## src/design/fpv_pkg.sv

```systemverilog
// ----------------------------------------------------------------------------
// fpv_pkg: shared types and constants for the viewport fit block
// Word layouts of both channels, fixed-point widths, register indexes and the
// sequencer state encoding.
// ----------------------------------------------------------------------------
package fpv_pkg;

    localparam int COORD_BITS     = 32;
    localparam int FRAC_BITS      = 16;
    localparam int SCREEN_BITS    = 13;
    localparam int SCALE_SHIFT    = 48;
    localparam int SCALE_W        = SCREEN_BITS + SCALE_SHIFT;
    localparam int PROD_SHIFT     = 33;
    localparam int DIGIT_W        = 16;
    localparam int MUL_DIGITS     = (SCALE_W + DIGIT_W - 1) / DIGIT_W;
    localparam int MUL_B_W        = MUL_DIGITS * DIGIT_W;
    localparam int PROD_W         = COORD_BITS + SCALE_W;
    localparam int INDEX_W        = 6;
    localparam int MAX_POINTS_DEF = 64;
    localparam int CFG_IDX_W      = 1;

    localparam logic [CFG_IDX_W-1:0]   REG_SCREEN_WIDTH  = CFG_IDX_W'(0);
    localparam logic [CFG_IDX_W-1:0]   REG_SCREEN_HEIGHT = CFG_IDX_W'(1);
    localparam logic [SCREEN_BITS-1:0] SCREEN_RESET      = SCREEN_BITS'(450);

    typedef logic signed [COORD_BITS-1:0] coord_t;

    typedef struct packed {
        coord_t x_coord;
        coord_t y_coord;
        logic   last_point;
    } point_in_t;

    typedef struct packed {
        coord_t              fit_x;
        coord_t              fit_y;
        logic [INDEX_W-1:0]  point_index;
        logic                last_out;
        logic                overflow;
    } fit_out_t;

    typedef enum logic [3:0] {
        ST_LOAD,
        ST_EXTENT,
        ST_CMP_START,
        ST_CMP_WAIT,
        ST_DIV_START,
        ST_DIV_WAIT,
        ST_READ,
        ST_FIT_START,
        ST_FIT_WAIT,
        ST_OUT
    } fit_state_t;

endpackage

```

## src/design/fpv_mul.sv

```systemverilog
// ----------------------------------------------------------------------------
// fpv_mul: shared digit-serial multiplier
// Multiplies a coordinate-wide operand by a scale-wide operand, one 16-bit
// digit of the scale operand per cycle, most significant digit first.
// ----------------------------------------------------------------------------
module fpv_mul (
    input  logic                          aclk,
    input  logic                          aresetn,
    input  logic                          start,
    input  logic [fpv_pkg::COORD_BITS-1:0] op_a,
    input  logic [fpv_pkg::SCALE_W-1:0]   op_b,
    output logic                          done,
    output logic [fpv_pkg::PROD_W-1:0]    product
);
    import fpv_pkg::*;

    localparam int ACC_W = COORD_BITS + MUL_B_W;
    localparam int CNT_W = $clog2(MUL_DIGITS + 1);

    logic [COORD_BITS-1:0]         a_reg, a_next;
    logic [MUL_B_W-1:0]            b_reg, b_next;
    logic [ACC_W-1:0]              acc_reg, acc_next;
    logic [CNT_W-1:0]              cnt_reg, cnt_next;
    logic                          done_reg, done_next;
    logic [COORD_BITS+DIGIT_W-1:0] partial;

    always_comb begin
        partial   = a_reg * b_reg[MUL_B_W-1 -: DIGIT_W];
        a_next    = a_reg;
        b_next    = b_reg;
        acc_next  = acc_reg;
        cnt_next  = cnt_reg;
        done_next = 1'b0;
        if (start) begin
            a_next   = op_a;
            b_next   = MUL_B_W'(op_b);
            acc_next = '0;
            cnt_next = CNT_W'(MUL_DIGITS);
        end else if (cnt_reg != '0) begin
            // shift the running sum one digit up, add the next partial product
            acc_next  = (acc_reg << DIGIT_W) + ACC_W'(partial);
            b_next    = b_reg << DIGIT_W;
            cnt_next  = cnt_reg - CNT_W'(1);
            done_next = (cnt_reg == CNT_W'(1));
        end
    end

    always_ff @(posedge aclk) begin
        if (!aresetn) begin
            cnt_reg  <= '0;
            done_reg <= 1'b0;
        end else begin
            cnt_reg  <= cnt_next;
            done_reg <= done_next;
        end
    end

    always_ff @(posedge aclk) begin
        a_reg   <= a_next;
        b_reg   <= b_next;
        acc_reg <= acc_next;
    end

    assign done    = done_reg;
    assign product = acc_reg[PROD_W-1:0];

endmodule

```

## config.mk

```make
export PLATFORM = sky130hd
export DESIGN_NAME = fpv_mul
export DESIGN_NICKNAME = d
export VERILOG_FILES = /design/src/design/fpv_pkg.sv /design/src/design/fpv_mul.sv
export SDC_FILE = /design/constraint.sdc
export NUM_CORES = 2
export LEC_CHECK = 0
export BUFFER_PORTS_ARGS = -buffer_cell sky130_fd_sc_hd__clkbuf_2
export CORE_UTILIZATION = 56
export DETAILED_ROUTE_END_ITERATION = 12
export PLACE_DENSITY = 0.75
export REMOVE_ABC_BUFFERS = 1
export SKIP_CTS_REPAIR_TIMING = 1
export SLEW_MARGIN = 20
export SYNTH_ARGS = -nofsm -noshare
export SYNTH_HDL_FRONTEND = slang
export SYNTH_SLANG_ARGS = --single-unit
```

## constraint.sdc

```tcl
create_clock -name aclk -period 10.2 [get_ports aclk]
set_input_delay 2.04 -clock aclk [delete_from_list [all_inputs] [get_ports aclk]]
set_output_delay 2.04 -clock aclk [all_outputs]
set_load 0.05 [all_outputs]
```

==> metrics <==
clk root buf clkbuf_16; Clock Path Buffers 2; Worst setup EP type flop; IO Port Bufs 189; CTS H-tree depth 4; CTS tree built; CTS buffer count 17; Die W 214.6 µm; via density per instance 5.734; FP Rows 77; Worst-Margin Slew approximately 1.2 ns; Tcrit/Tclk final a little under 80%; via count roughly 20000; startpoint types flop; max-slew violation count 0; DR WL/cell around 21 µm; post-route setup TNS 0 ns; dpl hpwl 54.71 mm; clock skew ~0.019 ns; initial detailed-routing violation count approximately 1600; nets@finish about 3500; gpl congestion 0.9659; yosys warns 0; Initial Util 56.97%; Worst EP arrival 8.27 ns; status finished clean; layout cells sized above 1 10.73%; drt drc 0; die height 214.6 µm; Max Cap Viol 0; DRT antenna net count 0; RSZ-0062 raised after global routing no; total grt overflow 0; Worst-Skew Late Latency 0.50 ns; clock slew at reported path FFs 0.08 ns; antenna violations before repair 1; cell area after synthesis 25300 µm²; Fillers about 3700; critical path data required time 10.60 ns; most common cell after layout, fill and taps aside inv_1; Syn Area/Cell 9.261 µm²; largest net degree at the start of global routing 92; Die ar. about 46000 µm²; Synth cell types 66; vias in the first global route slightly above 20000; Setup CP Type reg -> reg; minimum clock period 7.871 ns; Cells after Synth 2732; post-synthesis async set-or-reset flop share 0%; Hold/Removal Path Class reg -> reg; Tot GR Track Use approximately a third; Final setup viols 0; leading cell types in the layout, fill and taps excluded 547 x inv_1, 450 x fa_1, 411 x nand2_1, 249 x and2_1, 188 x clkbuf_2; I/O pins 190; CTS sink count 193; Final Hold Vio Count 0; final wirelength approximately 71 mm; sequential area share after synthesis a little under a fifth; P&R area growth vs syn 7.675%; max FFs per register between 90 and 100; CORE AREA 44410 µm²; first-pass GRT wire length about 110 mm; drt first pass iters 6; Yosys reg bits between 150 and 200; number of synthesized flops with an enable pin 93; Rel. slew slack between 20% and 30%; Primary FF master, synth dfxtp_1; critical path peak fanout 20; max frequency 0.1271 GHz
Yosys cell counts, drive strengths merged (13+ instances only):
library cell  count  share of area, %
a211oi           28              0.83
a21o             25              0.74
a21oi            86               1.7
and2            249               6.2
and3             16              0.40
clkbuf          136               2.0
dfxtp           100               7.9
edfxtp           93                11
fa              450                36
ha              139               6.9
inv             548               8.1
mux2             46               2.0
nand2           411               6.1
nand3            30              0.59
nand4            24              0.62
nor2             64              0.95
o211ai           13              0.41
o21ai            67               1.3
xnor2            33               1.1
xor2             38               1.3
path summary, 6_finish.rpt:
check	start	end	slack [ns]	cells past startpoint
min	b_reg[61]	b_reg[61]	0.46	2
min reg2reg	b_reg[61]	b_reg[61]	0.46	2
max reg2reg	b_reg[55]	acc_reg[79]	2.33	21
max	b_reg[55]	acc_reg[79]	2.33	21
metal layers:
layer / GRT usage, % / up-vias / routed length, µm / part of all wire, %
li1: - / 8604 / - / -
met1: 43.09 / 9927 / 28190 / 39
met2: 51.93 / 958 / 33930 / 48
met3: 6.426 / 162 / 6451 / 9.0
met4: 13.55 / 0 / 2810 / 3.9
met5: 0 / - / 0 / 0
through the flow:
stage / setup slack (ns) / cells / area [µm²] / hold slack [ns] / utilization [%]
2_1_floorplan: 3.093 / 2588 / 24740 / 0.4558 / -
4_1_cts: 2.409 / 3426 / 27240 / 0.4615 / 61.33
3_3_place_gp: 2.553 / 3394 / 26640 / 0.4380 / 59.97
3_5_place_dp: 2.432 / 3394 / 26640 / 0.4493 / 59.97
6_report: 2.329 / 3427 / 27240 / 0.4574 / 61.34
5_1_grt: 2.072 / 3426 / 27240 / 0.4842 / 61.33
area by class of cell:
cell class / count / area [µm²] / share of cell area (%)
antenna: 1 / 2.502 / 0.009186
clock buffer: 19 / 442.9 / 1.626
clock inverter: 13 / 160.2 / 0.5879
inverter: 548 / 2057 / 7.551
multi-input combinational: 1847 / 17900 / 65.72
sequential: 193 / 4795 / 17.60
tap: 592 / 740.7 / 2.719
timing repair buffer: 214 / 1140 / 4.184
logic make-up after synthesis:
family | after synthesis | share of synthesized area, %
AO/OA/AOI/OAI | 303 | 7.754
XOR/XNOR | 71 | 2.458
adder cells (fa/ha/maj) | 589 | 42.48
buffers and inverters | 692 | 10.35
flip-flops | 193 | 18.95
multiplexers | 46 | 2.047
AND/OR/NAND/NOR | 838 | 15.96
critical path: stages (launching register included):
cell      delay (ns)
edfxtp_1        0.97
buf_4           0.30
nand2_1         0.11
fa_1            0.60
inv_1           0.08
fa_1            0.50
fa_1            0.57
fa_1            0.45
fa_1            0.51
inv_1           0.06
fa_1            0.48
inv_1           0.04
ha_1            0.41
nand4_1         0.17
or4_1           0.47
or2_1           0.27
o32a_1          0.30
o211ai_2        0.15
o211a_4         0.31
o21ai_2         0.17
or4_1           0.56
a311oi_1        0.27
Power is not shown: default switching activity piles up to over one toggle a cycle in this logic, so the estimate is an artifact.
