==> config.mk <==
export PLATFORM = sky130hd
export DESIGN_NAME = fpv_point_mem
export DESIGN_NICKNAME = d
export VERILOG_FILES = /design/src/design/fpv_pkg.sv /design/src/design/fpv_point_mem.sv
export SDC_FILE = /design/constraint.sdc
export NUM_CORES = 2
export LEC_CHECK = 0
export BUFFER_PORTS_ARGS = -buffer_cell sky130_fd_sc_hd__buf_4
export CELL_PAD_IN_SITES_DETAIL_PLACEMENT = 1
export CELL_PAD_IN_SITES_GLOBAL_PLACEMENT = 2
export CORE_MARGIN = 1.5
export CORE_UTILIZATION = 35
export DETAILED_ROUTE_END_ITERATION = 12
export GPL_ROUTABILITY_DRIVEN = 0
export PLACE_DENSITY = 0.55
export SLEW_MARGIN = 25
export SYNTH_ARGS = -nofsm -noshare
export SYNTH_HDL_FRONTEND = slang
export SYNTH_SLANG_ARGS = --single-unit
==> constraint.sdc <==
create_clock -name aclk -period 5 [get_ports aclk]
set_input_delay 0 -clock aclk [delete_from_list [all_inputs] [get_ports aclk]]
set_output_delay 0 -clock aclk [all_outputs]
set_load 0.02 [all_outputs]
==> src/design/fpv_pkg.sv <==
// ----------------------------------------------------------------------------
// fpv_pkg: shared types and constants for the viewport fit block
// Word layouts of both channels, fixed-point widths, register indexes and the
// sequencer state encoding.
// ----------------------------------------------------------------------------
package fpv_pkg;

    localparam int COORD_BITS     = 32;
    localparam int FRAC_BITS      = 16;
    localparam int SCREEN_BITS    = 13;
    localparam int SCALE_SHIFT    = 48;
    localparam int SCALE_W        = SCREEN_BITS + SCALE_SHIFT;
    localparam int PROD_SHIFT     = 33;
    localparam int DIGIT_W        = 16;
    localparam int MUL_DIGITS     = (SCALE_W + DIGIT_W - 1) / DIGIT_W;
    localparam int MUL_B_W        = MUL_DIGITS * DIGIT_W;
    localparam int PROD_W         = COORD_BITS + SCALE_W;
    localparam int INDEX_W        = 6;
    localparam int MAX_POINTS_DEF = 64;
    localparam int CFG_IDX_W      = 1;

    localparam logic [CFG_IDX_W-1:0]   REG_SCREEN_WIDTH  = CFG_IDX_W'(0);
    localparam logic [CFG_IDX_W-1:0]   REG_SCREEN_HEIGHT = CFG_IDX_W'(1);
    localparam logic [SCREEN_BITS-1:0] SCREEN_RESET      = SCREEN_BITS'(450);

    typedef logic signed [COORD_BITS-1:0] coord_t;

    typedef struct packed {
        coord_t x_coord;
        coord_t y_coord;
        logic   last_point;
    } point_in_t;

    typedef struct packed {
        coord_t              fit_x;
        coord_t              fit_y;
        logic [INDEX_W-1:0]  point_index;
        logic                last_out;
        logic                overflow;
    } fit_out_t;

    typedef enum logic [3:0] {
        ST_LOAD,
        ST_EXTENT,
        ST_CMP_START,
        ST_CMP_WAIT,
        ST_DIV_START,
        ST_DIV_WAIT,
        ST_READ,
        ST_FIT_START,
        ST_FIT_WAIT,
        ST_OUT
    } fit_state_t;

endpackage

==> src/design/fpv_point_mem.sv <==
// ----------------------------------------------------------------------------
// fpv_point_mem: point store
// One write port and one registered read port, each entry an (x, y) pair.
// ----------------------------------------------------------------------------
module fpv_point_mem #(
    parameter int DEPTH = fpv_pkg::MAX_POINTS_DEF
) (
    input  logic                              aclk,
    input  logic                              wr_en,
    input  logic [$clog2(DEPTH)-1:0]          wr_addr,
    input  logic [2*fpv_pkg::COORD_BITS-1:0]  wr_data,
    input  logic                              rd_en,
    input  logic [$clog2(DEPTH)-1:0]          rd_addr,
    output logic [2*fpv_pkg::COORD_BITS-1:0]  rd_data
);
    import fpv_pkg::*;

    logic [2*COORD_BITS-1:0] store [DEPTH];
    logic [2*COORD_BITS-1:0] rd_data_reg;

    always_ff @(posedge aclk) begin
        if (wr_en) begin
            store[wr_addr] <= wr_data;
        end
        if (rd_en) begin
            rd_data_reg <= store[rd_addr];
        end
    end

    assign rd_data = rd_data_reg;

endmodule

==> impl_metrics.csv <==
group,metric,value,unit
hold_path,min-delay-path-class,"input port to flip-flop",
power,power.leakage,0.0563,µW
power,internal_power,58000,µW
status,run_status,"finished, final reports clean",
final_layout,final_core_util,40.8,%
route,highest_metal_layer_with_signal_wires,"met5",
floorplan,core_area,446000,µm²
grt,grt_first_pass_wirelength,688000,µm
final_layout,largest_register_ff_count,4096,
clocking,cts.htree.levels,5,
floorplan,placement_rows,245,
placement,io_buffer_count,142,
grt,antenna_found_initial,48,
timing,max_freq,318,MHz
synthesis,synth_area,157000,µm²
grt,grt.overflow.total,0,
worst_setup_path,crit_end,"rd_data[12]",
synthesis,syn-instance-count,6598,
clocking,postCtsSetupRepairBufs,0,
grt,grt_pass1_vias,80393,
clocking,clk_pin_slew,0.06,ns
clocking,cts.root.buffer_cell,"sky130_fd_sc_hd__clkbuf_16",
final_layout,finish.cell_count_without_fillers,13489,
route,dr_wl_met3,26800,µm
final_layout,share_of_final_layout_standard_cells_stronger_than_drive_strength_1,28.6,%
route,routedWlPerCell,37.3,µm
power,p_clk_share,42.8,%
synthesis,yosys.area_share.adder,0,%
worst_setup_path,path_cells,"dlygate4sd3_1 -> buf_8 -> buf_12 -> buf_4 -> mux4_2 -> nor2b_1 -> a211oi_1 -> o22ai_1 -> and3_1 -> dlygate4sd3_1",
clocking,clock_latency_of_the_later_clocked_register_in_the_worst_skew_pair,1.01,ns
synthesis,synth.most_common_cell,"sky130_fd_sc_hd__edfxtp_1",
synthesis,synth-compound-area-share,2.47,%
synthesis,synth_area_leaders,"sky130_fd_sc_hd__edfxtp_1, sky130_fd_sc_hd__mux4_2, sky130_fd_sc_hd__mux2i_1",
synthesis,synth.avg_cell_area,23.8,µm²
timing,transition_time_of_the_tightest_slew_check_pin,1.10,ns
flow_run,timing.max_cap.violations,0,
power,seq_power_share,52.4,%
grt,grt_max_degree,90,
power,power.combinational.fraction,4.8,%
synthesis,ys_warns,0,
timing,timing_max_transition_violations_final,0,
synthesis,synthDistinctLibCells,32,
power,power_per_cell_area,407,nW/µm²
worst_setup_path,worst-path-stages,10,
worst_setup_path,worst_r2r_endpoint,"rd_data[12]",
timing,fin_hold_viols,0,
route,vias_per_cell,5.67,
synthesis,combinational_family_with_the_most_area_after_synthesis,"multiplexers",
power,power.net_switching,16100,µW
synthesis,synthDominantCellAreaShare,79.6,%
final_layout,final_net_count,7271,
clocking,cts.sink_count,4160,
worst_setup_path,arrival,3.87,ns
clocking,cts_tree,"built",
worst_setup_path,setup.worst_path.start,"rd_addr[1]",
synthesis,netlist.top_cell.by_area,"sky130_fd_sc_hd__edfxtp_1",
clocking,tritoncts.num_buffers,443,
placement,numPlacedInstances,12595,
timing,setup_repair_after_global_routing_missed_its_margin,"false",
synthesis,portion_of_the_post_synthesis_area_used_by_sequential_elements,79.6,%
synthesis,post_synth_xor_area_fraction,0,%
route,routed-via-count,76498,
power,max-vdd-ir-drop,0.000349,V
placement,hpwlAfterDp,274000,µm
worst_setup_path,critical_path.endpoint_type,"flip-flop",
route,route.met2.wl,249000,µm
floorplan,x_dimension_of_the_die,673,µm
route,drt-initial-drc-count,7687,
timing,final-setup-viol-count,0,
worst_setup_path,cpLargestDelayFamily,"buffers and inverters",
grt,grtUsageTotal,22.0,%
floorplan,ioPinCount,143,
clocking,ctsLongestPathBuffers,4,
floorplan,die_area,453000,µm²
synthesis,async_flop_share,0,%
worst_setup_path,r2r_start,"store[11][12]",
worst_setup_path,cp-start-kind,"input port",
worst_setup_path,worstPathRequired,5.72,ns
worst_setup_path,reg2regPathDepth,6,
worst_setup_path,worst-path-buf-inv,5,
route,met1Wirelength,217000,µm
synthesis,postSynthNetCount,6677,
synthesis,top_cells_by_count_synth,"sky130_fd_sc_hd__edfxtp_1, sky130_fd_sc_hd__mux4_2, sky130_fd_sc_hd__buf_2, sky130_fd_sc_hd__a22oi_1, sky130_fd_sc_hd__clkbuf_1",
worst_setup_path,timing.setup.critical_path_class,"input port to flip-flop",
synthesis,synth.mux.area_fraction,15.6,%
timing,setup-tns-final,0,ns
synthesis,synth-edff-count,4160,
synthesis,synth_simple_gate_area_share,1.23,%
route,drc,0,
worst_setup_path,timing.critical_path.slowest_stage_cell,"sky130_fd_sc_hd__buf_4",
synthesis,synth_ff_type,"sky130_fd_sc_hd__edfxtp_1",
worst_setup_path,cp_common_cell,"sky130_fd_sc_hd__dlygate4sd3_1",
power,switching_share,21.7,%
worst_setup_path,rrSetupSlack,2.63,ns
final_layout,syn2layout_area_growth,16.0,%
route,antenna_left,0,
timing,max_slew_margin,26.2,%
timing,finalCriticalPeriod,3.15,ns
floorplan,start_util,35.2,%
synthesis,yosys_register_bits,4160,
timing,fin_worst_skew,0.0444,ns
timing,finalCritPeriodShare,63.0,%
route,wirelength,503000,µm
worst_setup_path,slowest_delay,0.58,ns
floorplan,die_h,673,µm
worst_setup_path,worstPathMaxFanout,68,
route,number_of_detailed_routing_iterations_run_before_antenna_repair,6,
-- power groups by stage --
stage	Combinational (µW)	Clock (µW)	Sequential [µW]
floorplan	1800	0	39600
global placement	3470	0	39600
detailed placement	3530	0	39600
CTS	3610	32400	38900
global route	3760	33600	38900
finish	3530	31800	38900
-- per-stage QoR --
stage	power [µW]	hold WS [ns]	instance area [µm²]	setup slack, ns
3_5_place_dp	43100	0.476	168000	1.69
3_3_place_gp	43100	0.481	167000	1.66
2_1_floorplan	41400	0.0989	157000	0.970
6_report	74100	0.0578	182000	1.85
4_1_cts	74900	0.00679	182000	1.92
5_1_grt	76200	0.0435	182000	1.77
-- final cells by class --
type	count	area (µm²)
fill	40987	264000
tap	5928	7420
inverter	19	71.3
clock inverter	251	2170
timing repair buffer	519	5090
sequential	4160	125000
multi-input combinational	2049	30800
clock buffer	553	11600
antenna	10	25.0
-- how the worst min path moves through the flow --
stage                     start             to  slack [ns]  cells past startpoint
floorplan            wr_data[0]    store[0][0]         0.1                      0
global placement    rd_data[14]    rd_data[14]        0.48                      1
detailed placement  rd_data[14]    rd_data[14]        0.48                      1
CTS                  wr_addr[5]  store[49][61]       0.007                      4
global route         rd_addr[2]    rd_data[28]        0.04                      4
finish               wr_addr[5]  store[49][61]        0.06                      4
-- routing by layer --
metal	GRT usage (%)	up-vias
li1	-	29802
met5	0	-
met1	31.0	43648
met3	2.76	580
met4	4.38	8
met2	37.0	2460
-- cell families after synthesis --
logic type,count (synthesis)
AND/OR/NAND/NOR,386
buffers and inverters,389
flip-flops,4160
AO/OA/AOI/OAI,504
multiplexers,1159
-- cells in the final DEF, fill, tap and decap left out, types with 47 or more instances in the layout --
cell                            Yosys  layout
sky130_fd_sc_hd__clkbuf_16          0     448
sky130_fd_sc_hd__clkbuf_1         140     105
sky130_fd_sc_hd__mux2i_1          135     135
sky130_fd_sc_hd__and3_1            64      64
sky130_fd_sc_hd__nand2_1           58      54
sky130_fd_sc_hd__buf_4             34     359
sky130_fd_sc_hd__edfxtp_1        4160    4160
sky130_fd_sc_hd__clkinv_1           0     108
sky130_fd_sc_hd__a211oi_1          63      62
sky130_fd_sc_hd__nor2_1           112      47
sky130_fd_sc_hd__dlygate4sd3_1      0      80
sky130_fd_sc_hd__clkinv_2           0      83
sky130_fd_sc_hd__mux4_2          1024    1024
sky130_fd_sc_hd__buf_12             0      75
sky130_fd_sc_hd__a22o_1            88      88
sky130_fd_sc_hd__a22oi_1          168     168
sky130_fd_sc_hd__nor2_4             0      65
sky130_fd_sc_hd__o22ai_1           83      83
-- tightest hold or removal path, cell delays in order --
cell and delay (ns):
sky130_fd_sc_hd__buf_4 0.15, sky130_fd_sc_hd__nand4_1 0.33, sky130_fd_sc_hd__nor3_4 0.09, sky130_fd_sc_hd__buf_12 0.18
-- repair_timing --
action                    4_1_cts  5_1_grt
hold buffers                   80        0
resized for setup               0        0
hold endpoints to repair     4519        0
(Power assumes the default switching activity.)
