File: src/design/fpv_pkg.sv
// ----------------------------------------------------------------------------
// fpv_pkg: shared types and constants for the viewport fit block
// Word layouts of both channels, fixed-point widths, register indexes and the
// sequencer state encoding.
// ----------------------------------------------------------------------------
package fpv_pkg;

    localparam int COORD_BITS     = 32;
    localparam int FRAC_BITS      = 16;
    localparam int SCREEN_BITS    = 13;
    localparam int SCALE_SHIFT    = 48;
    localparam int SCALE_W        = SCREEN_BITS + SCALE_SHIFT;
    localparam int PROD_SHIFT     = 33;
    localparam int DIGIT_W        = 16;
    localparam int MUL_DIGITS     = (SCALE_W + DIGIT_W - 1) / DIGIT_W;
    localparam int MUL_B_W        = MUL_DIGITS * DIGIT_W;
    localparam int PROD_W         = COORD_BITS + SCALE_W;
    localparam int INDEX_W        = 6;
    localparam int MAX_POINTS_DEF = 64;
    localparam int CFG_IDX_W      = 1;

    localparam logic [CFG_IDX_W-1:0]   REG_SCREEN_WIDTH  = CFG_IDX_W'(0);
    localparam logic [CFG_IDX_W-1:0]   REG_SCREEN_HEIGHT = CFG_IDX_W'(1);
    localparam logic [SCREEN_BITS-1:0] SCREEN_RESET      = SCREEN_BITS'(450);

    typedef logic signed [COORD_BITS-1:0] coord_t;

    typedef struct packed {
        coord_t x_coord;
        coord_t y_coord;
        logic   last_point;
    } point_in_t;

    typedef struct packed {
        coord_t              fit_x;
        coord_t              fit_y;
        logic [INDEX_W-1:0]  point_index;
        logic                last_out;
        logic                overflow;
    } fit_out_t;

    typedef enum logic [3:0] {
        ST_LOAD,
        ST_EXTENT,
        ST_CMP_START,
        ST_CMP_WAIT,
        ST_DIV_START,
        ST_DIV_WAIT,
        ST_READ,
        ST_FIT_START,
        ST_FIT_WAIT,
        ST_OUT
    } fit_state_t;

endpackage

File: src/design/fpv_div.sv
// ----------------------------------------------------------------------------
// fpv_div: scale divider
// Restoring division of (screen << 48) by a box extent, one quotient bit per
// cycle.
// ----------------------------------------------------------------------------
module fpv_div (
    input  logic                            aclk,
    input  logic                            aresetn,
    input  logic                            start,
    input  logic [fpv_pkg::SCREEN_BITS-1:0] screen,
    input  logic [fpv_pkg::COORD_BITS-1:0]  divisor,
    output logic                            done,
    output logic [fpv_pkg::SCALE_W-1:0]     quotient
);
    import fpv_pkg::*;

    localparam int CNT_W = $clog2(SCALE_W + 1);

    logic [COORD_BITS-1:0] rem_reg, rem_next;
    logic [COORD_BITS-1:0] d_reg, d_next;
    logic [SCALE_W-1:0]    qn_reg, qn_next;
    logic [CNT_W-1:0]      cnt_reg, cnt_next;
    logic                  done_reg, done_next;
    logic [COORD_BITS:0]   rem_sh;
    logic [COORD_BITS:0]   diff;
    logic                  fits;

    always_comb begin
        rem_sh    = {rem_reg, qn_reg[SCALE_W-1]};
        diff      = rem_sh - {1'b0, d_reg};
        fits      = rem_sh >= {1'b0, d_reg};
        rem_next  = rem_reg;
        d_next    = d_reg;
        qn_next   = qn_reg;
        cnt_next  = cnt_reg;
        done_next = 1'b0;
        if (start) begin
            rem_next = '0;
            d_next   = divisor;
            qn_next  = {screen, SCALE_SHIFT'(0)};
            cnt_next = CNT_W'(SCALE_W);
        end else if (cnt_reg != '0) begin
            // dividend bits leave at the top, quotient bits enter at the bottom
            rem_next  = fits ? diff[COORD_BITS-1:0] : rem_sh[COORD_BITS-1:0];
            qn_next   = {qn_reg[SCALE_W-2:0], fits};
            cnt_next  = cnt_reg - CNT_W'(1);
            done_next = (cnt_reg == CNT_W'(1));
        end
    end

    always_ff @(posedge aclk) begin
        if (!aresetn) begin
            cnt_reg  <= '0;
            done_reg <= 1'b0;
        end else begin
            cnt_reg  <= cnt_next;
            done_reg <= done_next;
        end
    end

    always_ff @(posedge aclk) begin
        rem_reg <= rem_next;
        d_reg   <= d_next;
        qn_reg  <= qn_next;
    end

    assign done     = done_reg;
    assign quotient = qn_reg;

endmodule

File: config.mk
export PLATFORM = sky130hd
export DESIGN_NAME = fpv_div
export DESIGN_NICKNAME = d
export VERILOG_FILES = /design/src/design/fpv_pkg.sv /design/src/design/fpv_div.sv
export SDC_FILE = /design/constraint.sdc
export NUM_CORES = 1
export LEC_CHECK = 0
export BUFFER_PORTS_ARGS = -buffer_cell sky130_fd_sc_hd__buf_4
export CORE_UTILIZATION = 35
export CTS_CLUSTER_DIAMETER = 40
export DETAILED_ROUTE_END_ITERATION = 10
export GPL_ROUTABILITY_DRIVEN = 0
export GPL_TIMING_DRIVEN = 0
export PLACE_DENSITY = 0.56
export REMOVE_ABC_BUFFERS = 1
export SLEW_MARGIN = 20
export SYNTH_ARGS = -nofsm -noshare
export SYNTH_HDL_FRONTEND = slang
export SYNTH_SLANG_ARGS = --single-unit
File: constraint.sdc
create_clock -name aclk -period 2.8 [get_ports aclk]
set_clock_uncertainty 0.2 [all_clocks]
set_input_delay 0.28 -clock aclk [delete_from_list [all_inputs] [get_ports aclk]]
set_output_delay 0.28 -clock aclk [all_outputs]
set_load 0.005 [all_outputs]
==> results.yml, run 1 <==
drt:
  wl_per_cell_um: 15.2
  dr.pass1.iters: 5
  routed_wirelength_mm: 18.8
  drt_first_iter_violations: 338
  post-route-drc-count: 0
  vias: 6214
  ant_nets: 0
  vias_per_cell: 5.02
critical_path:
  reg2reg_to: "rem_reg[17]$_SDFFE_PP0N_"
  startpoint_type: "flip-flop"
  path_class: "flip-flop to flip-flop"
  cp_max_fo: 7
  cp.arrival_ns: 2.96
  cpPeakStageDelay_ns: 0.56
  worstRegToRegCells: 10
  end_kind: "flip-flop"
  r2r-start: "d_reg[5]$_DFFE_PP_"
  rrSetupSlack_ns: -0.09
  crit_slowest_cell: "or4_4"
  cp_cell_sequence: "inv_1, ha_4, nand3_2, or4_4, o41ai_4, nor2_2, nand3_4, and2_4, mux2i_2, a211oi_2"
  required_ns: 2.87
hold_path:
  hp-class: "primary input to flip-flop"
  hold_path_end: "quotient[14]$_SDFFE_PP0N_"
  hp-start: "start"
  whs_path_depth: 2
synthesis:
  syn_area_um2: 6880
  synthArstFlopShare: 0
  synthFlopType: "dfxtp_1"
  ys_seq_area_frac: 0.450
  synthMostInstantiatedCell: "nand2_1"
  yosys_warnings: 0
  yosys.area.top_type: "dfxtp_1"
  synth_top_area_share: 0.253
  synthCells: 786
  synth_common_cells: "nand2_1, a21oi_1, dfxtp_1"
  ys_ff_latch: 132
  synth_area_leaders: "dfxtp_1, edfxtp_1, nand2_1"
  syn_area_per_cell_um2: 8.75
  synth_edf_count: 45
  yosysUniqueCellTypes: 63
global_route:
  grt_first_pass_wirelength_mm: 30.4
  antenna_found_initial: 0
  track_usage: 0.190
  grt_max_degree: 76
  overflow: 0
  grt_pass1_vias: 6059
placement:
  io_buffer_count: 109
  placed_cells: 1118
  dp.final_hpwl_mm: 11.0
floorplanning:
  start_util: 0.363
  die_y_um: 142
  die_w_um: 142
  die-area_um2: 20200
  ioPinCount: 110
  core-area_um2: 19000
  rows: 50
run_status:
  violations: "setup timing"
  outcome: "finished with violations"
power:
  total_power_mw: 5.91
  ir_drop_uv: 395
  p_leak_nw: 4.11
  powerDensity_nw_per_um2: 599
cells_and_area:
  largest_register_ffs: 61
  drive_above_1_share: 0.284
  register_area_um2: 3090
  fin_nets: 1049
  final_cells: 1239
  syn_to_final_growth_pct: 43.5
  multi_input_area_um2: 4050
  num_antenna_cells: 0
  fill_cells: 1772
clocking:
  root_buffer: "clkbuf_16"
  htree_levels: 4
  cts_sinks: 132
  cts_buffers: 17
  cts_tree: "built"
  cts.path.max_buffers: 2
  clk_latency_ns: 0.43
  clk_pin_slew_worst_paths_ns: 0.07
sta:
  hold_viol_final: 0
  relSlewSlack: 0.497
  slew_violations: 0
  worst_slew_pin_slew_ns: 0.754
  max_clock_freq_mhz: 345
  setup_violations: 23
  period_share: 1.03
  min_period_ns: 2.89
  setup_slack_ns: -0.0950
  grt_setup_unrepaired: "yes"
job:
  drv_cap: 0
## metal layers
layer | track usage | vias to the layer above | part of all wire
met3 | 0.0592 | 22 | 0.064
li1 | - | 3137 | -
met2 | 0.308 | 162 | 0.45
met1 | 0.237 | 2893 | 0.47
met5 | 0 | - | 0
met4 | 0.0685 | 0 | 0.017
## stage by stage
stage / worst slack, ns / utilization / hold WS, ns / TNS [ns] / instance area (µm²)
after detailed placement: -0.713 / 0.417 / 0.259 / -22.96 / 7910
after CTS: -0.0710 / 0.504 / 0.0862 / -0.765 / 9550
final: -0.0950 / 0.521 / 0.105 / -0.840 / 9870
after global placement: -2.29 / 0.414 / 0.256 / -198.05 / 7840
after global routing: -0.165 / 0.521 / 0.126 / -3.22 / 9870
after floorplan: -0.692 / - / 0.149 / -38.83 / 6700
## how the worst max path moves through the flow
stage / endpoint / depth (start not counted) / slack (ns) / from
2_1_floorplan: rem_reg[29]$_SDFFE_PP0N_ / 3 / -0.69 / cnt_reg[5]$_SDFFE_PN0P_
3_3_place_gp: rem_reg[31]$_SDFFE_PP0N_ / 4 / -2.29 / cnt_reg[5]$_SDFFE_PN0P_
3_5_place_dp: rem_reg[9]$_SDFFE_PP0N_ / 10 / -0.71 / d_reg[9]$_DFFE_PP_
4_1_cts: rem_reg[26]$_SDFFE_PP0N_ / 12 / -0.07 / d_reg[1]$_DFFE_PP_
5_1_grt: rem_reg[17]$_SDFFE_PP0N_ / 10 / -0.16 / d_reg[5]$_DFFE_PP_
6_report: rem_reg[17]$_SDFFE_PP0N_ / 10 / -0.09 / d_reg[5]$_DFFE_PP_
## logic make-up after synthesis
group / share of synthesized area
AO/OA/AOI/OAI: 0.196
XOR/XNOR: 0.0306
adder cells (fa/ha/maj): 0.0648
buffers and inverters: 0.0517
flip-flops: 0.450
multiplexers: 0.0293
AND/OR/NAND/NOR: 0.178
## critical path: cells and delay by family, from the launching register on
| kind | cells | cell delay (ns) |
|---|---|---|
| DFF | 1 | 0.32 |
| muxes | 1 | 0.24 |
| AOI/OAI and AO/OA | 2 | 0.47 |
| and+or+nand+nor | 5 | 1.17 |
| adders and majority gates | 1 | 0.29 |
| buffers and inverters | 1 | 0.06 |
## power breakdown
part | internal (mW) | switching [mW]
logic | 0.729 | 0.763
registers | 2.11 | 0.0958
clock network | 1.27 | 0.940
total | 4.11 | 1.80
## area by class of cell
type	instances	share of cell area
Clock buffer	20	0.0485
Clock inverter	12	0.0104
Inverter	46	0.0175
Multi-Input combinational cell	574	0.411
Sequential cell	132	0.313
Tap cell	260	0.0329
Timing Repair Buffer	195	0.167
## repair_timing
action	4_1_cts	5_1_grt
setup endpoints to repair	57	57
gates resized for setup	66	48
cloned	5	0
hold endpoints to repair	52	0
setup buffers	24	14
pin swaps	49	42
hold buffers	46	0
## cell usage in the layout (no fill, tap or decap), types with 11 or more instances in the layout
cell	instances
clkbuf_16	19
edfxtp_1	45
o21ai_0	31
dfxtp_1	87
a21o_1	19
nor2_1	44
ha_4	21
inv_2	11
xnor2_1	16
nand2_1	147
mux2i_1	18
buf_4	142
a21oi_1	83
inv_1	35
a211oi_1	19
ha_1	11
dlygate4sd3_1	46
Power figures use the tool's default switching activity.
==> run 2, diff against run 1 <==
- CORE_UTILIZATION: 35 -> 45
- PLACE_DENSITY: 0.56 -> 0.68
- SETUP_SLACK_MARGIN: not set -> 0.5
==> run 2 against run 1 <==
The flow still finishes with violations (setup timing). Maximum frequency fell by 1.9%. Wire length down 0.29%. Largest cell class unchanged. Highest routed layer unchanged. Critical endpoint is now rem_reg[16]$_SDFFE_PP0N_. Critical path type unchanged. Sequential share of layout area shrank 0.099 points.
==> results.yml, run 2 (synthesis results as in run 1) <==
global_route:
  antenna_found_initial: 0
  grt_pass1_vias: 6298
  track_usage: 0.234
  grt_max_degree: 139
  grt_first_pass_wirelength_mm: 30.0
  overflow: 0
floorplanning:
  start_util: 0.468
  die_y_um: 126
  ioPinCount: 110
  rows: 44
  die_w_um: 126
  core-area_um2: 14700
  die-area_um2: 15800
sta:
  worst_slew_pin_slew_ns: 1.10
  max_clock_freq_mhz: 339
  setup_violations: 32
  slew_violations: 0
  relSlewSlack: 0.268
  grt_setup_unrepaired: "yes"
  period_share: 1.05
  min_period_ns: 2.95
  holdWs_ns: 0.223
  hold_viol_final: 0
  setup_slack_ns: -0.151
critical_path:
  end_kind: "flip-flop"
  cp_cell_sequence: "inv_1, ha_4, nand2_4, or4_4, o41ai_4, nor2_1, nand3_2, and2_4, buf_12, mux2i_1, a211oi_1"
  startpoint_type: "flip-flop"
  crit_slowest_cell: "or4_4"
  critPathBufInv: 2
  cp_max_fo: 7
  required_ns: 2.84
  cp.arrival_ns: 2.99
  cpLargestDelayFamily: "simple AND/OR/NAND/NOR gates"
  path_class: "flip-flop to flip-flop"
  cpPeakStageDelay_ns: 0.56
power:
  ir_drop_uv: 485
  powerDensity_nw_per_um2: 593
  p_leak_nw: 4.16
  total_power_mw: 5.87
cells_and_area:
  syn_to_final_growth_pct: 44.0
  mostFrequentLayoutCells: "buf_4, nand2_1, dfxtp_1"
  largest_register_ffs: 61
  fill_cells: 1106
  design_area_um2: 9900
  final_common_cell: "buf_4"
  fin_nets: 1066
  num_antenna_cells: 0
  final_cells: 1180
  drive_above_1_share: 0.290
placement:
  placed_cells: 1041
  placed_area_um2: 7790
  place_ws_ns: -0.754
  io_buffer_count: 109
  dp.final_hpwl_mm: 10.3
drt:
  drt_first_iter_violations: 390
  vias: 6446
  wl_per_cell_um: 15.9
  dr.pass1.iters: 5
  post-route-drc-count: 0
  vias_per_cell: 5.46
  routed_wirelength_mm: 18.8
  ant_nets: 0
clocking:
  cts.path.max_buffers: 2
  cts_buffers: 17
  htree_levels: 4
  clk_latency_ns: 0.42
  cts_sinks: 132
  root_buffer: "clkbuf_16"
  cts_tree: "built"
  clk_pin_slew_worst_paths_ns: 0.06
run_status:
  outcome: "finished with violations"
  violations: "setup timing"
hold_path:
  hp-class: "primary input to flip-flop"
job:
  drv_cap: 0
[run 2: cell count changes in the layout (fill, tap and decap cells not counted), moves of 3 or more]
cell	change
clkinv_4	+3
inv_4	-3
buf_4	+17
clkinv_2	+3
[run 2: power breakdown]
| part | switching (mW) | internal (mW) | total, mW |
|---|---|---|---|
| logic | 0.795 | 0.757 | 1.55 |
| registers | 0.0962 | 2.12 | 2.21 |
| clock network | 0.886 | 1.22 | 2.11 |
| total | 1.78 | 4.09 | 5.87 |
[run 2: metal layers]
metal / vias to the layer above / wire, µm / global-route usage
li1: 3177 / - / -
met1: 3042 / 8330 / 0.295
met2: 196 / 8870 / 0.384
met3: 31 / 1220 / 0.0680
met4: 0 / 362 / 0.0775
met5: - / 0 / 0
[run 2: repair_timing]
action                                  in CTS  in global routing
hold buffers                                46                  0
endpoints found under the setup margin     110                 93
pin swaps                                   44                 33
hold endpoints to repair                    52                  0
cloned                                       3                  1
setup buffers                               36                 21
resized for setup                           80                 32
[run 2: path summary, 6_finish.rpt]
check | slack [ns] | endpoint | cells past startpoint | from
worst max-delay path | -0.15 | rem_reg[16]$_SDFFE_PP0N_ | 11 | d_reg[6]$_DFFE_PP_
worst min-delay path | 0.22 | quotient[16]$_SDFFE_PP0N_ | 2 | start
worst max register to register | -0.15 | rem_reg[16]$_SDFFE_PP0N_ | 11 | d_reg[6]$_DFFE_PP_
worst min register to register | 0.27 | quotient[28]$_SDFFE_PP0N_ | 2 | quotient[27]$_SDFFE_PP0N_
[run 2: cell type report]
type / instances / area (µm²) / area share
Clock inverter: 12 / 93.8 / 0.00947
Clock buffer: 20 / 468 / 0.0472
Timing Repair Buffer: 213 / 1780 / 0.180
Inverter: 46 / 173 / 0.0174
Multi-Input combinational cell: 573 / 4070 / 0.411
Tap cell: 184 / 230 / 0.0232
Sequential cell: 132 / 3090 / 0.312
[run 2: through the flow]
stage	setup TNS (ns)	util
after detailed placement	-21.43	0.530
after floorplan	-38.83	-
final	-2.61	0.674
after global placement	-184.22	0.527
after global routing	-6.70	0.674
after CTS	-0.542	0.652
[run 2: worst reg2reg max path, delay by kind of cell (launching register included)]
kind | cells | cell delay (ns)
muxes | 1 | 0.19
DFF | 1 | 0.32
buffers and inverters | 2 | 0.20
adders and majority gates | 1 | 0.31
AOI/OAI and AO/OA | 2 | 0.46
and+or+nand+nor | 5 | 1.09
